<file path="src/sv/pfm_pkg.sv">
`default_nettype none

package pfm_pkg;

  localparam int unsigned TpsW  = 24;
  localparam int unsigned TickW = 32;
  localparam int unsigned FreqW = 32;
  localparam int unsigned FracW = 8;
  localparam int unsigned CfgIdxW  = 8;
  localparam int unsigned CfgDataW = 32;

  localparam logic [TpsW-1:0]  TpsReset     = 24'd1000000;
  localparam logic [TickW-1:0] TimeoutReset = 32'd500000;
  localparam logic [TickW-1:0] TickSat      = '1;

  localparam logic [CfgIdxW-1:0] CfgTicksPerSecond = 8'd0;
  localparam logic [CfgIdxW-1:0] CfgTimeoutTicks   = 8'd1;

  localparam int unsigned WindowDefault     = 5;
  localparam int unsigned QueueDepthDefault = 4;

  // one classified tick, front to back
  typedef struct packed {
    logic             record;     // edge with a valid period: measure and average
    logic             edge_seen;
    logic             timed_out;
    logic [TickW-1:0] period;
  } pfm_item_t;

endpackage

`default_nettype wire

</file>
<file path="src/sv/pfm_front.sv">
`default_nettype none

module pfm_front (
  input  wire logic                       clk_i,
  input  wire logic                       rst_ni,
  input  wire logic                       take_i,
  input  wire logic                       level_i,
  input  wire logic [pfm_pkg::TickW-1:0]  timeout_ticks_i,
  output pfm_pkg::pfm_item_t              item_o
);

  logic                      last_level_q, last_level_d;
  logic                      first_done_q, first_done_d;
  logic [pfm_pkg::TickW-1:0] period_q, period_d;
  logic [pfm_pkg::TickW-1:0] since_q, since_d;
  logic [pfm_pkg::TickW-1:0] period_inc;
  logic [pfm_pkg::TickW-1:0] since_new;
  logic                      rise;

  assign rise       = level_i & ~last_level_q;
  assign period_inc = (period_q == pfm_pkg::TickSat) ? period_q : period_q + 1'b1;
  assign since_new  = rise ? '0 :
                      ((since_q == pfm_pkg::TickSat) ? since_q : since_q + 1'b1);

  always_comb begin
    last_level_d = last_level_q;
    first_done_d = first_done_q;
    period_d     = period_q;
    since_d      = since_q;
    if (take_i) begin
      last_level_d = level_i;
      since_d      = since_new;
      if (rise) begin
        first_done_d = 1'b1;
        period_d     = '0;
      end else begin
        period_d = period_inc;
      end
    end
  end

  always_comb begin
    item_o.record    = rise & first_done_q;
    item_o.edge_seen = rise;
    item_o.timed_out = since_new > timeout_ticks_i;
    item_o.period    = period_inc;
  end

  always_ff @(posedge clk_i or negedge rst_ni) begin
    if (!rst_ni) begin
      last_level_q <= 1'b0;
      first_done_q <= 1'b0;
      period_q     <= '0;
      since_q      <= '0;
    end else begin
      last_level_q <= last_level_d;
      first_done_q <= first_done_d;
      period_q     <= period_d;
      since_q      <= since_d;
    end
  end

endmodule

`default_nettype wire

</file>
<file path="src/sv/pfm_fifo.sv">
`default_nettype none

module pfm_fifo #(
  parameter int unsigned DEPTH = pfm_pkg::QueueDepthDefault
) (
  input  wire logic               clk_i,
  input  wire logic               rst_ni,
  input  wire logic               push_i,
  input  wire pfm_pkg::pfm_item_t push_item_i,
  output logic                    full_o,
  input  wire logic               pop_i,
  output logic                    valid_o,
  output pfm_pkg::pfm_item_t      pop_item_o
);

  localparam int unsigned AddrW = (DEPTH > 1) ? $clog2(DEPTH) : 1;
  localparam int unsigned CntW  = $clog2(DEPTH + 1);

  pfm_pkg::pfm_item_t mem_q [DEPTH];
  logic [AddrW-1:0]   wr_ptr_q, wr_ptr_d;
  logic [AddrW-1:0]   rd_ptr_q, rd_ptr_d;
  logic [CntW-1:0]    count_q, count_d;

  assign full_o     = (count_q == CntW'(DEPTH));
  assign valid_o    = (count_q != '0);
  assign pop_item_o = mem_q[rd_ptr_q];

  always_comb begin
    wr_ptr_d = wr_ptr_q;
    rd_ptr_d = rd_ptr_q;
    count_d  = count_q;
    if (push_i) begin
      wr_ptr_d = (wr_ptr_q == AddrW'(DEPTH - 1)) ? '0 : wr_ptr_q + 1'b1;
    end
    if (pop_i) begin
      rd_ptr_d = (rd_ptr_q == AddrW'(DEPTH - 1)) ? '0 : rd_ptr_q + 1'b1;
    end
    if (push_i && !pop_i) begin
      count_d = count_q + 1'b1;
    end else if (pop_i && !push_i) begin
      count_d = count_q - 1'b1;
    end
  end

  always_ff @(posedge clk_i) begin
    if (push_i) begin
      mem_q[wr_ptr_q] <= push_item_i;
    end
  end

  always_ff @(posedge clk_i or negedge rst_ni) begin
    if (!rst_ni) begin
      wr_ptr_q <= '0;
      rd_ptr_q <= '0;
      count_q  <= '0;
    end else begin
      wr_ptr_q <= wr_ptr_d;
      rd_ptr_q <= rd_ptr_d;
      count_q  <= count_d;
    end
  end

endmodule

`default_nettype wire

</file>
<file path="src/sv/pfm_div.sv">
`default_nettype none

// restoring divider, one quotient bit per cycle
module pfm_div #(
  parameter int unsigned DVD_W = 35,
  parameter int unsigned DVS_W = 32
) (
  input  wire logic             clk_i,
  input  wire logic             rst_ni,
  input  wire logic             start_i,
  input  wire logic [DVD_W-1:0] dividend_i,
  input  wire logic [DVS_W-1:0] divisor_i,
  output logic                  done_o,
  output logic [DVD_W-1:0]      quot_o
);

  localparam int unsigned CntW = $clog2(DVD_W + 1);

  logic             busy_q, busy_d;
  logic             done_q, done_d;
  logic [CntW-1:0]  cnt_q, cnt_d;
  logic [DVD_W-1:0] dvd_q, dvd_d;
  logic [DVS_W-1:0] rem_q, rem_d;
  logic [DVS_W-1:0] dvs_q, dvs_d;
  logic [DVS_W:0]   shifted;
  logic [DVS_W:0]   trial;
  logic             qbit;

  assign shifted = {rem_q, dvd_q[DVD_W-1]};
  assign trial   = shifted - {1'b0, dvs_q};
  assign qbit    = ~trial[DVS_W];
  assign done_o  = done_q;
  assign quot_o  = dvd_q;

  always_comb begin
    busy_d = busy_q;
    done_d = 1'b0;
    cnt_d  = cnt_q;
    dvd_d  = dvd_q;
    rem_d  = rem_q;
    dvs_d  = dvs_q;
    if (start_i) begin
      busy_d = 1'b1;
      cnt_d  = CntW'(DVD_W);
      dvd_d  = dividend_i;
      rem_d  = '0;
      dvs_d  = divisor_i;
    end else if (busy_q) begin
      // remainder stays below the divisor, so it fits DVS_W bits
      rem_d = qbit ? trial[DVS_W-1:0] : shifted[DVS_W-1:0];
      dvd_d = {dvd_q[DVD_W-2:0], qbit};
      cnt_d = cnt_q - 1'b1;
      if (cnt_q == CntW'(1)) begin
        busy_d = 1'b0;
        done_d = 1'b1;
      end
    end
  end

  always_ff @(posedge clk_i) begin
    dvd_q <= dvd_d;
    rem_q <= rem_d;
    dvs_q <= dvs_d;
  end

  always_ff @(posedge clk_i or negedge rst_ni) begin
    if (!rst_ni) begin
      busy_q <= 1'b0;
      done_q <= 1'b0;
      cnt_q  <= '0;
    end else begin
      busy_q <= busy_d;
      done_q <= done_d;
      cnt_q  <= cnt_d;
    end
  end

endmodule

`default_nettype wire

</file>
<file path="src/sv/pfm_back.sv">
`default_nettype none

module pfm_back #(
  parameter int unsigned WINDOW = pfm_pkg::WindowDefault
) (
  input  wire logic                      clk_i,
  input  wire logic                      rst_ni,
  input  wire logic [pfm_pkg::TpsW-1:0]  ticks_per_second_i,
  input  wire logic                      item_valid_i,
  input  wire pfm_pkg::pfm_item_t        item_i,
  output logic                           pop_o,
  output logic                           out_valid_o,
  input  wire logic                      out_ready_i,
  output logic [pfm_pkg::FreqW-1:0]      out_avg_o,
  output logic                           out_edge_o,
  output logic                           out_timeout_o
);

  localparam int unsigned SlotW  = (WINDOW > 1) ? $clog2(WINDOW) : 1;
  localparam int unsigned SumW   = pfm_pkg::FreqW + SlotW;
  // sum/WINDOW as two chunks of long division, each chunk by reciprocal multiply
  localparam int unsigned ChunkW = (SumW + 1) / 2;
  localparam int unsigned XW     = ChunkW + SlotW;
  localparam int unsigned RcpK   = XW + SlotW;
  localparam int unsigned RcpW   = RcpK + 1;
  localparam int unsigned ProdW  = RcpK + ChunkW;
  localparam longint unsigned RcpVal =
    ((64'd1 << RcpK) + 64'(WINDOW) - 64'd1) / 64'(WINDOW);
  localparam logic [RcpW-1:0] Rcp = RcpW'(RcpVal);

  localparam logic [2:0] StIdle    = 3'd0;
  localparam logic [2:0] StDivFreq = 3'd1;
  localparam logic [2:0] StAvgHi   = 3'd2;
  localparam logic [2:0] StAvgRem  = 3'd3;
  localparam logic [2:0] StAvgLo   = 3'd4;
  localparam logic [2:0] StOut     = 3'd5;

  logic [2:0]                st_q, st_d;
  logic [pfm_pkg::FreqW-1:0] hist_q [WINDOW];
  logic [SlotW-1:0]          slot_q, slot_d;
  logic [SumW-1:0]           sum_q, sum_d;
  logic [pfm_pkg::FreqW-1:0] avg_q, avg_d;
  logic                      wk_edge_q, wk_edge_d;
  logic                      wk_timeout_q, wk_timeout_d;
  logic                      hist_we;

  logic [ChunkW-1:0]         avg_hi_q, avg_hi_d;
  logic [SlotW-1:0]          rem_q, rem_d;
  logic [XW-1:0]             sum_hi;
  logic [XW-1:0]             avg_x;
  logic [ProdW-1:0]          avg_prod;
  logic [ChunkW-1:0]         avg_part;

  logic                      out_valid_q, out_valid_d;
  logic [pfm_pkg::FreqW-1:0] out_avg_q, out_avg_d;
  logic                      out_edge_q, out_edge_d;
  logic                      out_timeout_q, out_timeout_d;
  logic                      out_free;

  logic                      div_start;
  logic [pfm_pkg::FreqW-1:0] div_dividend;
  logic [pfm_pkg::TickW-1:0] div_divisor;
  logic                      div_done;
  logic [pfm_pkg::FreqW-1:0] div_quot;
  logic [pfm_pkg::FreqW-1:0] freq;
  logic [SumW-1:0]           sum_new;

  assign out_free      = ~out_valid_q | out_ready_i;
  assign out_valid_o   = out_valid_q;
  assign out_avg_o     = out_avg_q;
  assign out_edge_o    = out_edge_q;
  assign out_timeout_o = out_timeout_q;

  assign div_dividend = {ticks_per_second_i, {pfm_pkg::FracW{1'b0}}};
  assign div_divisor  = item_i.period;
  assign freq         = div_quot;
  assign sum_new      = sum_q - SumW'(hist_q[slot_q]) + SumW'(freq);

  // high chunk first, then remainder joined with the low chunk
  assign sum_hi   = XW'(sum_q[SumW-1:ChunkW]);
  assign avg_x    = (st_q == StAvgLo) ? {rem_q, sum_q[ChunkW-1:0]} : sum_hi;
  assign avg_prod = ProdW'(avg_x) * ProdW'(Rcp);
  assign avg_part = avg_prod[ProdW-1:RcpK];

  pfm_div #(
    .DVD_W (pfm_pkg::FreqW),
    .DVS_W (pfm_pkg::TickW)
  ) u_div (
    .clk_i      (clk_i),
    .rst_ni     (rst_ni),
    .start_i    (div_start),
    .dividend_i (div_dividend),
    .divisor_i  (div_divisor),
    .done_o     (div_done),
    .quot_o     (div_quot)
  );

  always_comb begin
    st_d          = st_q;
    slot_d        = slot_q;
    sum_d         = sum_q;
    avg_d         = avg_q;
    avg_hi_d      = avg_hi_q;
    rem_d         = rem_q;
    wk_edge_d     = wk_edge_q;
    wk_timeout_d  = wk_timeout_q;
    hist_we       = 1'b0;
    pop_o         = 1'b0;
    div_start     = 1'b0;
    out_valid_d   = out_valid_q & ~out_ready_i;
    out_avg_d     = out_avg_q;
    out_edge_d    = out_edge_q;
    out_timeout_d = out_timeout_q;

    unique case (st_q)
      StIdle: begin
        if (item_valid_i) begin
          if (item_i.record) begin
            pop_o        = 1'b1;
            div_start    = 1'b1;
            wk_edge_d    = item_i.edge_seen;
            wk_timeout_d = item_i.timed_out;
            st_d         = StDivFreq;
          end else if (out_free) begin
            pop_o         = 1'b1;
            out_valid_d   = 1'b1;
            out_avg_d     = item_i.timed_out ? '0 : avg_q;
            out_edge_d    = item_i.edge_seen;
            out_timeout_d = item_i.timed_out;
            avg_d         = item_i.timed_out ? '0 : avg_q;
          end
        end
      end
      StDivFreq: begin
        if (div_done) begin
          hist_we = 1'b1;
          sum_d   = sum_new;
          slot_d  = (slot_q == SlotW'(WINDOW - 1)) ? '0 : slot_q + 1'b1;
          st_d    = StAvgHi;
        end
      end
      StAvgHi: begin
        avg_hi_d = avg_part;
        st_d     = StAvgRem;
      end
      StAvgRem: begin
        rem_d = SlotW'(sum_hi - XW'(avg_hi_q) * XW'(WINDOW));
        st_d  = StAvgLo;
      end
      StAvgLo: begin
        avg_d = pfm_pkg::FreqW'({avg_hi_q, avg_part});
        st_d  = StOut;
      end
      StOut: begin
        if (out_free) begin
          out_valid_d   = 1'b1;
          out_avg_d     = wk_timeout_q ? '0 : avg_q;
          out_edge_d    = wk_edge_q;
          out_timeout_d = wk_timeout_q;
          avg_d         = wk_timeout_q ? '0 : avg_q;
          st_d          = StIdle;
        end
      end
      default: st_d = StIdle;
    endcase
  end

  always_ff @(posedge clk_i or negedge rst_ni) begin
    if (!rst_ni) begin
      for (int i = 0; i < WINDOW; i++) begin
        hist_q[i] <= '0;
      end
    end else if (hist_we) begin
      hist_q[slot_q] <= freq;
    end
  end

  always_ff @(posedge clk_i) begin
    wk_edge_q     <= wk_edge_d;
    wk_timeout_q  <= wk_timeout_d;
    avg_hi_q      <= avg_hi_d;
    rem_q         <= rem_d;
    out_avg_q     <= out_avg_d;
    out_edge_q    <= out_edge_d;
    out_timeout_q <= out_timeout_d;
  end

  always_ff @(posedge clk_i or negedge rst_ni) begin
    if (!rst_ni) begin
      st_q        <= StIdle;
      slot_q      <= '0;
      sum_q       <= '0;
      avg_q       <= '0;
      out_valid_q <= 1'b0;
    end else begin
      st_q        <= st_d;
      slot_q      <= slot_d;
      sum_q       <= sum_d;
      avg_q       <= avg_d;
      out_valid_q <= out_valid_d;
    end
  end

endmodule

`default_nettype wire

</file>
<file path="src/sv/period_frequency_meter_avg_unit.sv">
// Reciprocal frequency meter with a moving average over WINDOW periods.
// s_axis carries one sample of the measured pin per time tick; every
// accepted transfer yields exactly one m_axis transfer, in order.
// m_axis_tdata is the averaged frequency in Q24.8 hertz, m_axis_tuser flags
// a rising edge on that tick and a forced zero after the edge timeout.
// The cfg channel writes ticks_per_second (index 0) and timeout_ticks
// (index 1); other indexes are dropped. cfg_ready_o is always high.
// Ticks without a measured period pass the front, the queue and the output
// register, one per cycle while the back end is idle and m_axis takes them.
// A rising edge after the first one runs the bit-serial divider for
// tps*256/period, then sum/WINDOW as two reciprocal multiplies in states
// StAvgHi, StAvgRem and StAvgLo; the back end takes no other tick until its
// result is in the output register. Ticks keep entering meanwhile until the
// QUEUE_DEPTH-entry queue fills, then s_axis_tready drops.
// Reset clears the history ring, the running sum, the counters and the queue
// and loads the register defaults. A stalled m_axis holds its result; the
// back end stops, the queue fills and the input backs up in turn.
`default_nettype none

module period_frequency_meter_avg_unit #(
  parameter int unsigned WINDOW      = pfm_pkg::WindowDefault,
  parameter int unsigned QUEUE_DEPTH = pfm_pkg::QueueDepthDefault
) (
  input  wire logic                          clk_i,
  input  wire logic                          rst_ni,
  input  wire logic                          s_axis_tvalid,
  output logic                               s_axis_tready,
  input  wire logic [7:0]                    s_axis_tdata,  // [0] pin_level
  output logic                               m_axis_tvalid,
  input  wire logic                          m_axis_tready,
  output logic [31:0]                        m_axis_tdata,  // [31:0] avg_frequency
  output logic [1:0]                         m_axis_tuser,  // [0] edge_seen, [1] timed_out
  input  wire logic                          cfg_valid_i,
  output logic                               cfg_ready_o,
  input  wire logic [pfm_pkg::CfgIdxW-1:0]   cfg_index_i,
  input  wire logic [pfm_pkg::CfgDataW-1:0]  cfg_data_i
);

  logic [pfm_pkg::TpsW-1:0]  tps_q, tps_d;
  logic [pfm_pkg::TickW-1:0] timeout_q, timeout_d;

  logic               take;
  logic               fifo_full;
  logic               fifo_valid;
  logic               fifo_pop;
  pfm_pkg::pfm_item_t front_item;
  pfm_pkg::pfm_item_t fifo_item;

  assign cfg_ready_o   = 1'b1;
  assign s_axis_tready = ~fifo_full;
  assign take          = s_axis_tvalid & ~fifo_full;

  always_comb begin
    tps_d     = tps_q;
    timeout_d = timeout_q;
    if (cfg_valid_i) begin
      if (cfg_index_i == pfm_pkg::CfgTicksPerSecond) begin
        tps_d = cfg_data_i[pfm_pkg::TpsW-1:0];
      end else if (cfg_index_i == pfm_pkg::CfgTimeoutTicks) begin
        timeout_d = cfg_data_i[pfm_pkg::TickW-1:0];
      end
    end
  end

  always_ff @(posedge clk_i or negedge rst_ni) begin
    if (!rst_ni) begin
      tps_q     <= pfm_pkg::TpsReset;
      timeout_q <= pfm_pkg::TimeoutReset;
    end else begin
      tps_q     <= tps_d;
      timeout_q <= timeout_d;
    end
  end

  pfm_front u_front (
    .clk_i           (clk_i),
    .rst_ni          (rst_ni),
    .take_i          (take),
    .level_i         (s_axis_tdata[0]),
    .timeout_ticks_i (timeout_q),
    .item_o          (front_item)
  );

  pfm_fifo #(
    .DEPTH (QUEUE_DEPTH)
  ) u_fifo (
    .clk_i       (clk_i),
    .rst_ni      (rst_ni),
    .push_i      (take),
    .push_item_i (front_item),
    .full_o      (fifo_full),
    .pop_i       (fifo_pop),
    .valid_o     (fifo_valid),
    .pop_item_o  (fifo_item)
  );

  pfm_back #(
    .WINDOW (WINDOW)
  ) u_back (
    .clk_i              (clk_i),
    .rst_ni             (rst_ni),
    .ticks_per_second_i (tps_q),
    .item_valid_i       (fifo_valid),
    .item_i             (fifo_item),
    .pop_o              (fifo_pop),
    .out_valid_o        (m_axis_tvalid),
    .out_ready_i        (m_axis_tready),
    .out_avg_o          (m_axis_tdata),
    .out_edge_o         (m_axis_tuser[0]),
    .out_timeout_o      (m_axis_tuser[1])
  );

endmodule

`default_nettype wire

</file>
<file path="config.mk">
export PLATFORM = sky130hd
export DESIGN_NAME = period_frequency_meter_avg_unit
export DESIGN_NICKNAME = d
export VERILOG_FILES = /design/src/sv/pfm_pkg.sv /design/src/sv/pfm_front.sv /design/src/sv/pfm_fifo.sv /design/src/sv/pfm_div.sv /design/src/sv/pfm_back.sv /design/src/sv/period_frequency_meter_avg_unit.sv
export SDC_FILE = /design/constraint.sdc
export NUM_CORES = 2
export LEC_CHECK = 0
export ABC_AREA = 1
export BUFFER_PORTS_ARGS = -buffer_cell sky130_fd_sc_hd__buf_4
export CORE_UTILIZATION = 55
export CTS_CLUSTER_DIAMETER = 200
export DETAILED_ROUTE_END_ITERATION = 6
export GPL_TIMING_DRIVEN = 0
export MAX_ROUTING_LAYER = met4
export PLACE_DENSITY = 0.72
export SLEW_MARGIN = 20
export SYNTH_ARGS = -nofsm -noshare
export SYNTH_HDL_FRONTEND = slang
export SYNTH_SLANG_ARGS = --single-unit
</file>
<file path="constraint.sdc">
create_clock -name clk_i -period 8.3 [get_ports clk_i]
set_input_delay 1.66 -clock clk_i [delete_from_list [all_inputs] [get_ports clk_i]]
set_output_delay 1.66 -clock clk_i [all_outputs]
set_load 0.01 [all_outputs]
</file>
==> out/metrics.yaml <==
status: "complete, no violations"
cp.required_ns: 8.65
die_area_mm2: 0.0775
antenna_left: 0
grt-ovfl-total: 0
coreArea_mm2: 0.0751
ys_seq_area_share_pct: 41.8
grtUsageMet2_pct: 51.2
syn-num-nets: 5383
synthToLayoutAreaGrowth_pct: 10.7
end_kind: "flop"
fin_cells: 6042
setup_viol: 0
netlist_area_mm2: 0.0420
period_minus_slack_ns: 7.90
drc: 0
clk_latency_ns: 0.62
cts_setup_buffers: 0
rsz0062_at_grt: "yes"
ioPinCount: 90
h-tree-depth: 3
slew_viol_final: 0
use_met1_pct: 42.3
start_util_pct: 56.0
dp_cells: 5911
tightest_slew_ns: 1.14
cap_violations: 0
drtIter0Drc: 2645
grtUsageMet3_pct: 3.36
drive_gt1_share_pct: 7.21
critPathKind: "reg -> reg"
synth_flop_cell: "dfrtp_1"
slew_headroom_pct: 23.9
hpwlAfterDp_um: 91800
synth_edf_count: 249
cpMostUsedCell: "nand2_1"
antenna_found_initial: 0
final_cell_mix: "1093 x nand2_1, 775 x inv_1, 485 x o21ai_0"
synth_fa_ha_area_share_pct: 17.3
slowest_delay_ns: 0.76
finalHoldViolCount: 0
syn_inst: 4851
synthXorXnorAreaFrac_pct: 2.69
top_register: "u_back.hist_q"
synth_top_family_by_area: "simple AND/OR/NAND/NOR gates"
synth_compound_area_share_pct: 11.6
arrival_ns: 8.25
grt_usage_pct: 31.5
ys_types: 70
post-route-period-util_pct: 95.1
grt_first_pass_wirelength_um: 184000
viasPerCell: 5.57
hold_class: "reg -> reg"
drt_pass1_iterations: 6
cts_tree: "built"
synth-simple-area-share_pct: 17.8
postSynthAreaPerCell_um2: 8.66
slowest_stage: "o21ai_0"
path_max_fanout: 10
clk_pin_slew_ns: 0.06
async_flop_share_pct: 56.2
clockRootBuffer: "clkbuf_16"
routed_wl_um: 116000
clkSinkCount: 660
cts_buffer_depth: 3
skew_ns: 0.0313
cts_hold_buf: 0
grt_max_degree: 83
io_buffers: 81
cts_inserted_buffers: 72
synthMuxAreaShare_pct: 0.241
wl_per_cell_um: 19.3
ys_ff_latch: 660
largest_register_ffs: 160
largestRegisters: "u_back.hist_q x160, u_fifo.mem_q x140, u_back.sum_q x35"
n_antenna_cell: 0
rows: 100
vias: 33700
place_congestion: 0.998
die_w_um: 278
grt_pass1_vias: 33200
busiest_layer: "met2"
fmax_mhz: 127
final_nets: 5548
ys_warn_count: 0
mostFrequentLayoutCell: "nand2_1"
critPathLaunchType: "flop"
die_y_um: 278
timing repair:
action,in CTS,in global routing
resized for setup,1,4
cloned,0,0
setup endpoints to repair,4,6
path summary, 6_finish.rpt:
| path | to | from | cells past startpoint | slack [ns] |
|---|---|---|---|---|
| worst max-delay path | u_back.avg_hi_q[13]$_DFFE_PP_ | u_back.st_q[0]$_DFFE_PN0P_ | 28 | 0.40 |
| worst min-delay path | u_back.avg_q[22]$_DFFE_PN0P_ | u_back.avg_hi_q[4]$_DFFE_PP_ | 2 | 0.45 |
| worst max register to register | u_back.avg_hi_q[13]$_DFFE_PP_ | u_back.st_q[0]$_DFFE_PN0P_ | 28 | 0.40 |
| worst min register to register | u_back.avg_q[22]$_DFFE_PN0P_ | u_back.avg_hi_q[4]$_DFFE_PP_ | 2 | 0.45 |
| max in group asynchronous | u_fifo.rd_ptr_q[1]$_DFFE_PN0P_ | rst_ni | 4 | 5.85 |
| min in group asynchronous | u_front.since_q[5]$_DFFE_PN0P_ | rst_ni | 1 | 0.92 |
cell type report:
class                      instances  area, um^2
clock inverter                    35         367
inverter                         788        2960
clock buffer                      96        2010
buffer                           142         646
multi-input combinational       3261       20900
fill                            6531       28600
tap                              969        1210
timing repair buffer              91         861
sequential                       660       17600
synth_stat cells, types with 10 or more instances:
cell type  number  area [um^2]
a21boi_0       10         75.1
a21o_1         24          180
a21oi_1       131          656
a22oi_1        32          240
a31oi_1        31          194
buf_2          23          115
clkbuf_1      104          390
dfrtp_1       357         8930
dfstp_2        14          368
dfxtp_1        40          801
edfxtp_1      249         7480
fa_1          170         3400
ha_1          309         3870
inv_1         775         2910
inv_2          11         41.3
nand2_1      1093         4100
nand2_2        16          100
nand3_1       127          636
nand4_1        66          413
nor2_1        332         1250
nor2_2         10         62.6
nor3_1         57          285
nor4_1         18          113
o21ai_0       491         2460
o21ai_1        18         90.1
o21bai_1       21          158
o22ai_1        52          325
or2_2          20          125
xnor2_1        34          298
xor2_1         95          832
layer usage:
metal  vias up  routed length (um)
li1      16100                   -
met1     16400               51500
met2      1035               55500
met3       148                6530
met4         0                2790
met5         -                   0
critical path: cells and delay by family (launching register included):
kind / cells / cell delay [ns]
buf+inv: 6 / 1.14
simple gates: 11 / 1.49
flops: 1 / 0.45
fa+ha+maj: 8 / 3.41
compound gates: 2 / 0.95
xor+xnor: 1 / 0.23
stage by stage:
step	util, %	setup TNS (ns)	area (um^2)	hold WS [ns]	worst slack (ns)
5_1_grt	62.0	-0.00392	46500	0.470	-0.00392
3_5_place_dp	58.8	-0.00636	44100	0.444	-0.00636
6_report	62.0	0	46500	0.453	0.403
3_3_place_gp	58.4	0	43800	0.436	0.0208
2_1_floorplan	-	0	42000	0.428	1.98
4_1_cts	61.9	0	46500	0.453	0.291
kinds of logic after synthesis:
kind of cell    count (synthesis)
simple gates                 1779
buf+inv                       930
compound gates                864
flops                         660
fa+ha+maj                     479
xor+xnor                      129
mux                             9
other cells                     1
Power is left out: the tool's default activity adds up to more than one toggle a clock period on the data nets, which glitch-free logic cannot reach.
